**config.mk**
```make
export PLATFORM = sky130hd
export DESIGN_NAME = lru_record_cache_tags_flat
export DESIGN_NICKNAME = d
export VERILOG_FILES = /design/src/sv/lrc_pkg.sv /design/src/sv/lrc_if.sv /design/src/sv/lru_record_cache_tags.sv /design/src/flat_wrapper.sv
export SDC_FILE = /design/constraint.sdc
export NUM_CORES = 1
export LEC_CHECK = 0
export BUFFER_PORTS_ARGS = -buffer_cell sky130_fd_sc_hd__buf_2
export CAP_MARGIN = 10
export CELL_PAD_IN_SITES_DETAIL_PLACEMENT = 1
export CELL_PAD_IN_SITES_GLOBAL_PLACEMENT = 1
export CORE_UTILIZATION = 55
export CTS_CLUSTER_DIAMETER = 60
export CTS_CLUSTER_SIZE = 10
export DETAILED_ROUTE_END_ITERATION = 12
export HOLD_SLACK_MARGIN = 0.1
export PLACE_DENSITY = 0.76
export SYNTH_ARGS = -nofsm -noshare
export SYNTH_HDL_FRONTEND = slang
export SYNTH_SLANG_ARGS = --single-unit
```
**constraint.sdc**
```tcl
create_clock -name clk_i -period 13.35 [get_ports clk_i]
set_input_delay 0.6675 -clock clk_i [delete_from_list [all_inputs] [get_ports clk_i]]
set_output_delay 0.6675 -clock clk_i [all_outputs]
set_load 0.01 [all_outputs]
```
**src/sv/lrc_pkg.sv**
```systemverilog
`default_nettype none
// ----------------------------------------------------------------------------
// lrc_pkg
// Shared constants, codes and item types of the LRU record cache tag store.
// ----------------------------------------------------------------------------
package lrc_pkg;

  localparam int ENTRIES = 16;
  localparam int IDX_W   = (ENTRIES > 1) ? $clog2(ENTRIES) : 1;
  localparam int CNT_W   = $clog2(ENTRIES + 1);
  localparam int RANK_W  = IDX_W;
  localparam int LIM_W   = (CNT_W > 5) ? CNT_W : 5;
  localparam int KEY_W   = 64;
  localparam int SLOT_W  = 4;
  localparam int CFG_W   = 5;

  typedef enum logic [1:0] {
    FUNC_ACCESS = 2'd0,
    FUNC_INVAL  = 2'd1,
    FUNC_CLEAR  = 2'd2,
    FUNC_RSVD   = 2'd3
  } func_e;

  typedef enum logic [2:0] {
    OP_NONE,
    OP_HIT,
    OP_INSERT,
    OP_DROP,
    OP_CLEAR
  } op_e;

  typedef enum logic [2:0] {
    ST_IDLE,
    ST_SEARCH,
    ST_DECIDE,
    ST_UPDATE,
    ST_FINISH
  } state_e;

  typedef struct packed {
    logic [1:0]       func;
    logic [KEY_W-1:0] key;
    logic             decrypt_ok;
  } req_t;

  typedef struct packed {
    logic              hit;
    logic [SLOT_W-1:0] slot;
    logic              inserted;
    logic              evicted;
    logic [KEY_W-1:0]  evicted_key;
  } rsp_t;

endpackage
`default_nettype wire

```
**src/sv/lrc_if.sv**
```systemverilog
`default_nettype none
// ----------------------------------------------------------------------------
// lrc_req_if / lrc_rsp_if
// Valid/ready channels carrying request and result items of the tag store.
// ----------------------------------------------------------------------------
interface lrc_req_if;
  logic          valid;
  logic          ready;
  lrc_pkg::req_t data;

  modport source (output valid, output data, input ready);
  modport sink   (input valid, input data, output ready);
endinterface

interface lrc_rsp_if;
  logic          valid;
  logic          ready;
  lrc_pkg::rsp_t data;

  modport source (output valid, output data, input ready);
  modport sink   (input valid, input data, output ready);
endinterface
`default_nettype wire

```
**src/sv/lru_record_cache_tags.sv**
```systemverilog
`default_nettype none
// ----------------------------------------------------------------------------
// lru_record_cache_tags
// Fully associative 64-bit tag store with least-recently-used replacement.
// ----------------------------------------------------------------------------
// Tags and recency ranks live in two synchronous memories with one read and
// one write port each; valid bits and the live count are flops. One item is
// handled at a time. An access or invalidate sweeps both memories once to
// find the key, the least recent entry and its tag, then, when ranks change,
// sweeps the rank memory again to read-modify-write every rank. A clear or
// reserved code skips both sweeps and goes straight to the finish state. The
// result waits in an output register, so a new item is taken while the
// previous result is still pending.
// ----------------------------------------------------------------------------
module lru_record_cache_tags (
  input  wire                       clk_i,
  input  wire                       rst_ni,
  input  wire                       cfg_we_i,
  input  wire [lrc_pkg::CFG_W-1:0]  cfg_wdata_i,
  lrc_req_if.sink                   req_i,
  lrc_rsp_if.source                 rsp_o
);

  localparam int N = lrc_pkg::ENTRIES;
  localparam int IW = lrc_pkg::IDX_W;
  localparam int CW = lrc_pkg::CNT_W;
  localparam int RW = lrc_pkg::RANK_W;
  localparam int LW = lrc_pkg::LIM_W;
  localparam int XW = (IW > lrc_pkg::SLOT_W) ? IW : lrc_pkg::SLOT_W;
  localparam int CFG_W_L = lrc_pkg::CFG_W;

  // memories
  logic [lrc_pkg::KEY_W-1:0] tag_mem  [N];
  logic [RW-1:0]             rank_mem [N];
  logic [lrc_pkg::KEY_W-1:0] tag_rd_q;
  logic [RW-1:0]             rank_rd_q;

  lrc_pkg::state_e state_q, state_d;
  lrc_pkg::op_e    op_q;

  logic [CFG_W_L-1:0] cfg_q;

  logic [N-1:0]  valid_q;
  logic [CW-1:0] live_q;
  logic [CW-1:0] cnt_q;
  logic [IW-1:0] rd_idx_q;

  logic [1:0]                func_q;
  logic [lrc_pkg::KEY_W-1:0] key_q;
  logic                      ok_q;

  logic                      hit_q;
  logic [IW-1:0]             hit_idx_q;
  logic [RW-1:0]             hit_rank_q;
  logic                      old_found_q;
  logic [IW-1:0]             old_idx_q;
  logic [RW-1:0]             old_rank_q;
  logic [lrc_pkg::KEY_W-1:0] old_tag_q;
  logic                      evict_q;
  logic [IW-1:0]             ins_idx_q;

  lrc_pkg::rsp_t out_q;
  logic          out_valid_q;

  // combinational
  logic          sweep_last;
  logic          data_vld;
  logic          cur_valid;
  logic [LW-1:0] lim;
  logic          evict_now;
  logic [N-1:0]  free_mask;
  logic [IW-1:0] free_idx;
  logic [RW-1:0] rank_new;
  logic          rank_we;
  logic          req_ready;
  logic          finish_go;
  lrc_pkg::rsp_t rsp_next;
  logic [XW-1:0] slot_ext;

  assign sweep_last = (cnt_q == CW'(N));
  assign data_vld   = (cnt_q != '0);
  assign cur_valid  = valid_q[rd_idx_q];

  // effective limit: zero acts as one, above the depth acts as the depth
  always_comb begin
    if (cfg_q == '0) begin
      lim = LW'(1);
    end else if (LW'(cfg_q) > LW'(N)) begin
      lim = LW'(N);
    end else begin
      lim = LW'(cfg_q);
    end
  end

  assign evict_now = (LW'(live_q) >= lim) && old_found_q;

  // lowest free slot, with the victim already dropped
  always_comb begin
    free_mask = ~valid_q;
    if (evict_now) begin
      free_mask[old_idx_q] = 1'b1;
    end
    free_idx = '0;
    for (int i = N - 1; i >= 0; i--) begin
      if (free_mask[i]) begin
        free_idx = IW'(i);
      end
    end
  end

  // new rank for the entry whose data is present in the update sweep
  always_comb begin
    rank_new = rank_rd_q;
    case (op_q)
      lrc_pkg::OP_HIT: begin
        if (rd_idx_q == hit_idx_q) begin
          rank_new = '0;
        end else if (cur_valid && (rank_rd_q < hit_rank_q)) begin
          rank_new = rank_rd_q + RW'(1);
        end
      end
      lrc_pkg::OP_INSERT: begin
        if (rd_idx_q == ins_idx_q) begin
          rank_new = '0;
        end else if (cur_valid && !(evict_q && (rd_idx_q == old_idx_q))) begin
          // a rank above the victim drops by one, then all rise by one
          if (!(evict_q && (rank_rd_q > old_rank_q))) begin
            rank_new = rank_rd_q + RW'(1);
          end
        end
      end
      lrc_pkg::OP_DROP: begin
        if (cur_valid && (rd_idx_q != hit_idx_q) && (rank_rd_q > hit_rank_q)) begin
          rank_new = rank_rd_q - RW'(1);
        end
      end
      default: rank_new = rank_rd_q;
    endcase
  end

  // next state
  always_comb begin
    state_d = state_q;
    case (state_q)
      lrc_pkg::ST_IDLE: begin
        if (req_i.valid) begin
          if (lrc_pkg::func_e'(req_i.data.func) == lrc_pkg::FUNC_ACCESS ||
              lrc_pkg::func_e'(req_i.data.func) == lrc_pkg::FUNC_INVAL) begin
            state_d = lrc_pkg::ST_SEARCH;
          end else begin
            state_d = lrc_pkg::ST_FINISH;
          end
        end
      end
      lrc_pkg::ST_SEARCH: begin
        if (sweep_last) state_d = lrc_pkg::ST_DECIDE;
      end
      lrc_pkg::ST_DECIDE: begin
        if (lrc_pkg::func_e'(func_q) == lrc_pkg::FUNC_ACCESS && (hit_q || ok_q)) begin
          state_d = lrc_pkg::ST_UPDATE;
        end else if (lrc_pkg::func_e'(func_q) == lrc_pkg::FUNC_INVAL && hit_q) begin
          state_d = lrc_pkg::ST_UPDATE;
        end else begin
          state_d = lrc_pkg::ST_FINISH;
        end
      end
      lrc_pkg::ST_UPDATE: begin
        if (sweep_last) state_d = lrc_pkg::ST_FINISH;
      end
      lrc_pkg::ST_FINISH: begin
        if (finish_go) state_d = lrc_pkg::ST_IDLE;
      end
      default: state_d = lrc_pkg::ST_IDLE;
    endcase
  end

  // outputs of the sequencer
  always_comb begin
    req_ready = 1'b0;
    rank_we   = 1'b0;
    finish_go = 1'b0;
    case (state_q)
      lrc_pkg::ST_IDLE:   req_ready = 1'b1;
      lrc_pkg::ST_UPDATE: rank_we   = data_vld;
      lrc_pkg::ST_FINISH: finish_go = !out_valid_q || rsp_o.ready;
      default: begin
        req_ready = 1'b0;
      end
    endcase
  end

  assign req_i.ready = req_ready;
  assign rsp_o.valid = out_valid_q;
  assign rsp_o.data  = out_q;

  // result of the finished item
  always_comb begin
    rsp_next = '0;
    case (op_q)
      lrc_pkg::OP_HIT, lrc_pkg::OP_DROP: begin
        slot_ext      = XW'(hit_idx_q);
        rsp_next.hit  = 1'b1;
        rsp_next.slot = slot_ext[lrc_pkg::SLOT_W-1:0];
      end
      lrc_pkg::OP_INSERT: begin
        slot_ext          = XW'(ins_idx_q);
        rsp_next.inserted = 1'b1;
        rsp_next.slot     = slot_ext[lrc_pkg::SLOT_W-1:0];
        rsp_next.evicted  = evict_q;
        if (evict_q) rsp_next.evicted_key = old_tag_q;
      end
      default: slot_ext = '0;
    endcase
  end

  // memories: registered reads, writes by the sequencer
  always_ff @(posedge clk_i) begin
    tag_rd_q  <= tag_mem[cnt_q[IW-1:0]];
    rank_rd_q <= rank_mem[cnt_q[IW-1:0]];
    if (rank_we) begin
      rank_mem[rd_idx_q] <= rank_new;
    end
    if (state_q == lrc_pkg::ST_DECIDE && lrc_pkg::func_e'(func_q) == lrc_pkg::FUNC_ACCESS
        && !hit_q && ok_q) begin
      tag_mem[free_idx] <= key_q;
    end
  end

  // control state
  always_ff @(posedge clk_i or negedge rst_ni) begin
    if (!rst_ni) begin
      state_q     <= lrc_pkg::ST_IDLE;
      cfg_q       <= CFG_W_L'(N > 16 ? 16 : N);
      valid_q     <= '0;
      live_q      <= '0;
      cnt_q       <= '0;
      out_valid_q <= 1'b0;
      op_q        <= lrc_pkg::OP_NONE;
    end else begin
      state_q <= state_d;
      if (cfg_we_i) cfg_q <= cfg_wdata_i;

      if (state_q == lrc_pkg::ST_SEARCH || state_q == lrc_pkg::ST_UPDATE) begin
        cnt_q <= sweep_last ? '0 : cnt_q + CW'(1);
      end

      if (rsp_o.ready && !finish_go) out_valid_q <= 1'b0;

      case (state_q)
        lrc_pkg::ST_IDLE: begin
          if (req_i.valid) begin
            cnt_q <= '0;
            if (lrc_pkg::func_e'(req_i.data.func) == lrc_pkg::FUNC_CLEAR) begin
              op_q <= lrc_pkg::OP_CLEAR;
            end else begin
              op_q <= lrc_pkg::OP_NONE;
            end
          end
        end
        lrc_pkg::ST_DECIDE: begin
          if (lrc_pkg::func_e'(func_q) == lrc_pkg::FUNC_ACCESS) begin
            if (hit_q) begin
              op_q <= lrc_pkg::OP_HIT;
            end else if (ok_q) begin
              op_q <= lrc_pkg::OP_INSERT;
            end
          end else if (hit_q) begin
            op_q <= lrc_pkg::OP_DROP;
          end
        end
        lrc_pkg::ST_FINISH: begin
          if (finish_go) begin
            out_valid_q <= 1'b1;
            case (op_q)
              lrc_pkg::OP_INSERT: begin
                valid_q[ins_idx_q] <= 1'b1;
                if (evict_q) begin
                  if (old_idx_q != ins_idx_q) valid_q[old_idx_q] <= 1'b0;
                end else begin
                  live_q <= live_q + CW'(1);
                end
              end
              lrc_pkg::OP_DROP: begin
                valid_q[hit_idx_q] <= 1'b0;
                live_q             <= live_q - CW'(1);
              end
              lrc_pkg::OP_CLEAR: begin
                valid_q <= '0;
                live_q  <= '0;
              end
              default: begin
                live_q <= live_q;
              end
            endcase
          end
        end
        default: begin
          op_q <= op_q;
        end
      endcase
    end
  end

  // payload registers
  always_ff @(posedge clk_i) begin
    rd_idx_q <= cnt_q[IW-1:0];
    if (finish_go) out_q <= rsp_next;

    case (state_q)
      lrc_pkg::ST_IDLE: begin
        func_q      <= req_i.data.func;
        key_q       <= req_i.data.key;
        ok_q        <= req_i.data.decrypt_ok;
        hit_q       <= 1'b0;
        old_found_q <= 1'b0;
      end
      lrc_pkg::ST_SEARCH: begin
        if (data_vld && cur_valid) begin
          if (tag_rd_q == key_q) begin
            hit_q      <= 1'b1;
            hit_idx_q  <= rd_idx_q;
            hit_rank_q <= rank_rd_q;
          end
          // track the least recent live entry
          if (!old_found_q || (rank_rd_q > old_rank_q)) begin
            old_found_q <= 1'b1;
            old_idx_q   <= rd_idx_q;
            old_rank_q  <= rank_rd_q;
            old_tag_q   <= tag_rd_q;
          end
        end
      end
      lrc_pkg::ST_DECIDE: begin
        evict_q   <= evict_now;
        ins_idx_q <= free_idx;
      end
      default: begin
        ok_q <= ok_q;
      end
    endcase
  end

endmodule
`default_nettype wire

```
**src/flat_wrapper.sv**
```systemverilog
// flat-port wrapper written by rule: the top's interface ports become plain ports
module lru_record_cache_tags_flat 
  (clk_i, rst_ni, cfg_we_i, cfg_wdata_i, req_i_valid, req_i_data, req_i_ready, rsp_o_valid, rsp_o_data, rsp_o_ready);
  lrc_req_if req_i_i ();
  lrc_rsp_if rsp_o_i ();
  input  wire clk_i;
  input  wire rst_ni;
  input  wire cfg_we_i;
  input  wire [lrc_pkg::CFG_W-1:0] cfg_wdata_i;
  input wire logic [$bits(req_i_i.valid)-1:0] req_i_valid;
  input wire logic [$bits(req_i_i.data)-1:0] req_i_data;
  output wire logic [$bits(req_i_i.ready)-1:0] req_i_ready;
  output wire logic [$bits(rsp_o_i.valid)-1:0] rsp_o_valid;
  output wire logic [$bits(rsp_o_i.data)-1:0] rsp_o_data;
  input wire logic [$bits(rsp_o_i.ready)-1:0] rsp_o_ready;
  assign req_i_i.valid = req_i_valid;
  assign req_i_i.data = req_i_data;
  assign req_i_ready = req_i_i.ready;
  assign rsp_o_valid = rsp_o_i.valid;
  assign rsp_o_data = rsp_o_i.data;
  assign rsp_o_i.ready = rsp_o_ready;
  lru_record_cache_tags u_core (.clk_i(clk_i), .rst_ni(rst_ni), .cfg_we_i(cfg_we_i), .cfg_wdata_i(cfg_wdata_i), .req_i(req_i_i), .rsp_o(rsp_o_i));
endmodule
```
# After elaboration in Yosys (flattened, before gate mapping)

Memory sizes are Yosys's and may differ from the RTL's. A register that Yosys moved wholly into a read port is not among the register bits.
Index checks and enable logic that the tools add are counted.

Register bits after elaboration: 267
Memory bits (writable): 1,088
Input port bits: 77
Output and inout bits: 73
Memories kept: 2

Memory list:

| memory          | depth | bits a word | read ports | clocked after memory_dff | wr ports | line                        | source |
|---|---|---|---|---|---|---|---|
| u_core.tag_mem  | 16    | 64          | 1          | 1                        | 1        | lru_record_cache_tags.sv:33 | `logic [lrc_pkg::KEY_W-1:0] tag_mem [N];` |
| u_core.rank_mem | 16    | 4           | 1          | 1                        | 1        | lru_record_cache_tags.sv:34 | `logic [RW-1:0] rank_mem [N];` |

Add/subtract/negate cells: 5
Order comparisons: 12
Eq/ne operators: 28
Multiplexer cells: 78
Bitwise logic cells: 7
Reductions and logical operators: 45

Operator list:

| kind                | count |
|---|---|
| $mux 4              | 22 |
| $mux 66             | 1 |
| $eq 64x64->1        | 1 |
| $mux 64             | 1 |
| $mux 16             | 3 |
| $not 16->16         | 3 |
| $pmux 16 s3         | 1 |
| $mux 3              | 13 |
| $mux 5              | 7 |
| $and 16x16->16      | 2 |
| $or 16x16->16       | 2 |
| $lt 4x5->1 const B  | 4 |
| $mux 1              | 19 |
| $logic_and 1x1->1   | 17 |
| $pmux 3 s5          | 1 |
| $pmux 5 s3          | 1 |
| $reduce_and 3->1    | 5 |
| $demux 1 s4         | 3 |
| $eq 3x2->1 const B  | 4 |
| $eq 4x4->1          | 3 |
| $ge 4x1->1 const B  | 3 |
| $pmux 4 s3          | 1 |
| $reduce_and 4->1    | 3 |
| $add 5x1->5 const B | 2 |
| other kinds (31)    | 53 |

# Logic depth before layout (Yosys ltp)

Word-level depth: 22
Depth in mapped cells: 15
Gate-level depth less buffers: 13

# Worst setup path after synthesis

OpenSTA, ideal clock, no wires.

Path kind: register to register
Start point: register u_core.cfg_q[1]
End point: memory u_core.tag_mem[0][0] in the netlist's numbering (enable)
Arrival: 8,859 ps
Slack: 3,825 ps
Cell stages (with the launch flop): 14
Path buffers: 1
Clock period less this slack: 9,525 ps
Cell sequence: dfrtp_1 > nor3_1 > nor2_1 > nor2_1 > ha_1 > nand2b_1 > a31oi_1 > o21a_1 > buf_4 > nor2_1 > a21o_1 > o31ai_2 > nor3_2 > nor4b_1

Cells in the longest elaborated chain, start to end: 22
Elaborated cells on any way between the ends: 23
Those cells by class: 2 x order compare; 19 x mux; 2 x reduce/logical

RTL lines:

| what                   | line                         | source |
|---|---|---|
| start, declared        | lru_record_cache_tags.sv:41  | `logic [CFG_W_L-1:0] cfg_q;` |
| start signal, assigned | lru_record_cache_tags.sv:233 | `cfg_q <= CFG_W_L'(N > 16 ? 16 : N);` |
| start signal, assigned | lru_record_cache_tags.sv:241 | `if (cfg_we_i) cfg_q <= cfg_wdata_i;` |
| $gt 5x5->1             | lru_record_cache_tags.sv:88  | `end else if (LW'(cfg_q) > LW'(N)) begin` |
| $mux 5                 | lru_record_cache_tags.sv:88  |  |
| $mux 5 (*)             | lru_record_cache_tags.sv:86  | `if (cfg_q == '0) begin` |
| $ge 5x5->1 (*)         | lru_record_cache_tags.sv:95  | `assign evict_now = (LW'(live_q) >= lim) && old_found_q;` |
| $logic_and 1x1->1 (*)  | lru_record_cache_tags.sv:95  |  |
| $mux 16 (*)            | lru_record_cache_tags.sv:100 | `if (evict_now) begin` |
| $mux 4 (15 in a row)   | lru_record_cache_tags.sv:105 | `if (free_mask[i]) begin` |
| $mux 4 (*)             | lru_record_cache_tags.sv:105 |  |
| via u_core.free_idx[1] | lru_record_cache_tags.sv:72  | `logic [IW-1:0] free_idx;` |
| end, declared          | lru_record_cache_tags.sv:33  |  |

The timed path passes the listed nets; every way through them passes the cells marked *.

# Final worst setup path

Start point: register u_core.cfg_q[1]
End point: memory u_core.tag_mem[0][49] in the netlist's numbering (enable)

Cells in the longest elaborated chain, start to end: 22
Elaborated cells on any way between the ends: 23
Those cells by class: 2 x order compare; 19 x mux; 2 x reduce/logical

RTL lines:

| what                  | line |
|---|---|
| $gt 5x5->1            | lru_record_cache_tags.sv:88 |
| $mux 5                | lru_record_cache_tags.sv:88 |
| $mux 5 (*)            | lru_record_cache_tags.sv:86 |
| $ge 5x5->1 (*)        | lru_record_cache_tags.sv:95 |
| $logic_and 1x1->1 (*) | lru_record_cache_tags.sv:95 |
| $mux 16 (*)           | lru_record_cache_tags.sv:100 |
| $mux 4 (15 in a row)  | lru_record_cache_tags.sv:105 |
| $mux 4 (*)            | lru_record_cache_tags.sv:105 |

Mark *: on every way between the ends. The rest lies on a longest branch, timed or not.

==> flow_summary.yaml <==
outcome:
  status: "finished with violations"
  violations: "DRC"
sta:
  period_needed_ns: 5.68
  worst_slack_ns: 7.67
  slew_viol_final: 0
  hold_viol_final: 0
  tns_ns: 0
  skew_ns: 0.0344
  whs_ns: 0.144
  relSlewSlack_pct: 18.1
  rsz0062_at_grt: "false"
  fmax_mhz: 176
  finalSetupViolCount: 0
  worstMarginPinSlew_ns: 1.23
  post-route-period-util_pct: 42.5
die:
  core_area_um2: 97000
  start_util_pct: 55.7
  die_h_um: 315
  ios: 150
  chipWidth_um: 315
  die_area_um2: 99400
  placementRows: 114
min_path:
  hold_class: "in2reg"
critical_path:
  crit_arrival_ns: 6.07
  cp.depth: 14
  worstPathRequired_ns: 13.74
  slowest_delay_ns: 1.00
  reg2reg_depth: 14
  path_buf_inv: 2
  r2r_end: "u_core.tag_mem[0][49]"
  critPathTopFamily: "compound AO/OA/AOI/OAI gates"
  cp-startpoint: "u_core.cfg_q[1]"
  r2r-start: "u_core.cfg_q[1]"
  r2r_slack_ns: 7.67
  endpoint: "u_core.tag_mem[0][49]"
  startpoint_type: "flip-flop"
  critPathKind: "reg2reg"
  cp_max_fo: 34
  crit_chain: "nor3_1, nor2_1, nor2_1, ha_1, nand2b_1, a31oi_1, o21a_1, or3_1, o21ai_0, o311a_1, a211oi_2, nor4b_2, buf_4, buf_4"
  cp-end-kind: "flip-flop"
  slowest_stage: "a211oi_2"
routing:
  drc: 2
  ant_nets: 0
  vias: 26998
  viasPerCell: 6.42
  routedWlPerCell_um: 33.1
  wl_um: 139000
  drt-pass1-iter-count: 11
  drt_iter0_drc: 3052
global_route:
  grt_pass1_vias: 28827
  grt_pass1_wl_um: 202000
  antenna_found_initial: 4
  gr-usage-all-layers_pct: 28.6
  grt_overflow: 0
  grt_max_degree: 74
clocking:
  cts_root_buf: "clkbuf_16"
  cts_sinks: 1423
  cts-buffers-inserted: 161
  cts_tree: "built"
  h-tree-depth: 4
  clk_pin_slew_ns: 0.05
  clockBufferDepth: 3
  clkLatencyLatePin_ns: 0.77
  cts_resized: 0
synth:
  yosys_warnings: 0
  synth_common_cells: "1313 x edfxtp_1, 344 x mux4_2, 85 x clkbuf_1"
  yosysMostFrequentCell: "edfxtp_1"
  synth_fp_nets: 2606
  yosys.cell_types.count: 65
  ys_async_sr_fraction_pct: 2.67
  synth_edf_count: 1313
  ys.flop_type: "edfxtp_1"
  netlist_instances: 2508
  synth_area_per_cell_um2: 21.5
  yosys-top-cells-area: "edfxtp_1 73%, mux4_2 14%, dfxtp_1 2.7%"
  synthesis.area_um2: 54000
  ys_seq_elements: 1423
  synth_top_area_share_pct: 73.0
  yosysTopAreaCell: "edfxtp_1"
  ys_seq_area_share_pct: 77.5
power:
  p_leak_nw: 19.9
  p_per_area_nw_per_um2: 205
  vdd_drop_max_uv: 149
placed_design:
  place_congestion: 0.853
  placed_area_um2: 56300
  pre_cts_ws_ns: 7.78
  port_buffers: 149
  hpwl_um: 76800
final_layout:
  drive_gt1_share_pct: 26.2
  areaGrowthSynthToFinish_pct: 14.1
  nFillCells: 7869
  layout.nets: 2895
  postLayoutCellArea_um2: 61600
job:
  maxCapViolCount: 0
[power by group]
group | internal, mW | leakage (nW) | switching [mW]
logic | 1.20 | 4.74 | 1.26
registers | 5.49 | 12.9 | 0.607
clock network | 2.31 | 2.26 | 1.76
total | 9.00 | 19.9 | 3.62
[registers in the layout, summed over array words and instances (netlist names), 4 cells and up]
signal,flops
u_core.old_idx_q,4
u_core.rsp_o.data,71
u_core.live_q,5
u_core.valid_q,16
u_core.old_rank_q,4
u_core.rd_idx_q,4
u_core.key_q,64
u_core.tag_mem,1024
u_core.cfg_q,5
u_core.ins_idx_q,4
u_core.hit_idx_q,4
u_core.hit_rank_q,4
u_core.rank_rd_q,4
u_core.tag_rd_q,64
u_core.rank_mem,64
u_core.cnt_q,5
u_core.old_tag_q,64
[cell usage in the layout, fill, tap and decap left out, drive strengths merged, types with 25 or more instances in the layout]
cell type    instances
a21oi               61
and3                68
buf                199
clkbuf             276
dfrtp               37
dfxtp               72
dlygate4sd3         55
edfxtp            1313
inv                 37
mux4               345
nand2               49
nand4               31
nor2                59
nor3                25
o21ai               43
xnor2               67
[cell families (layout without fill, tap and decap cells)]
| family | Yosys count | count (layout) | synth area share, % |
|---|---|---|---|
| AND/OR/NAND/NOR | 311 | 311 | 3.12 |
| other | 0 | 1 | 0 |
| adder cells (fa/ha/maj) | 21 | 21 | 0.501 |
| multiplexers | 350 | 350 | 14.5 |
| AO/OA/AOI/OAI | 160 | 160 | 1.83 |
| buffers and inverters | 156 | 574 | 1.19 |
| flip-flops | 1423 | 1423 | 77.5 |
| XOR/XNOR | 87 | 87 | 1.41 |
[through the flow]
step           utilization (%)  power (mW)  cells
3_3_place_gp              58.0        8.45   3852
4_1_cts                   63.5        12.7   4199
3_5_place_dp              58.0        8.60   3852
6_report                  63.5        12.6   4203
2_1_floorplan                -        7.67   2508
5_1_grt                   63.5        13.0   4203
[worst register-to-register path: stages (launching register included)]
cell and delay (ns):
dfrtp_1 0.39, nor3_1 0.23, nor2_1 0.08, nor2_1 0.10
ha_1 0.23, nand2b_1 0.15, a31oi_1 0.38, o21a_1 0.45
or3_1 0.30, o21ai_0 0.17, o311a_1 0.19, a211oi_2 1.00
nor4b_2 0.39, buf_4 0.57, buf_4 0.65
[cell type report]
type | instances | area [um2] | area share, %
sequential | 1423 | 41800 | 67.9
multi-input combinational | 929 | 11600 | 18.9
clock buffer | 276 | 4480 | 7.27
timing repair buffer | 254 | 1670 | 2.71
tap | 1276 | 1600 | 2.59
clock inverter | 16 | 280 | 0.455
inverter | 28 | 105 | 0.171
antenna | 1 | 2.50 | 0.00406
[timing repair]
action / CTS / global route
hold buffers: 55 / 0
buffers inserted: 0 / 0
hold endpoints to repair: 91 / 0
[worst min path at each step]
| stage | start | cells after the start | to |
|---|---|---|---|
| floorplan | u_core.cnt_q[2] | 0 | u_core.rd_idx_q[2] |
| global placement | u_core.tag_rd_q[51] | 0 | u_core.old_tag_q[51] |
| detailed placement | u_core.tag_rd_q[38] | 0 | u_core.old_tag_q[38] |
| CTS | cfg_wdata_i[0] | 2 | u_core.cfg_q[0] |
| global route | cfg_wdata_i[3] | 2 | u_core.cfg_q[3] |
| finish | cfg_wdata_i[0] | 2 | u_core.cfg_q[0] |
[per-layer routing]
layer | routed length, um | share of wire [%] | GRT usage [%]
met5 | 0 | 0 | 0
met1 | 54500 | 39 | 38.6
met4 | 3140 | 2.3 | 7.91
met3 | 9260 | 6.7 | 4.57
met2 | 72100 | 52 | 48.9
Note: power is estimated with default switching activity, not from simulation.
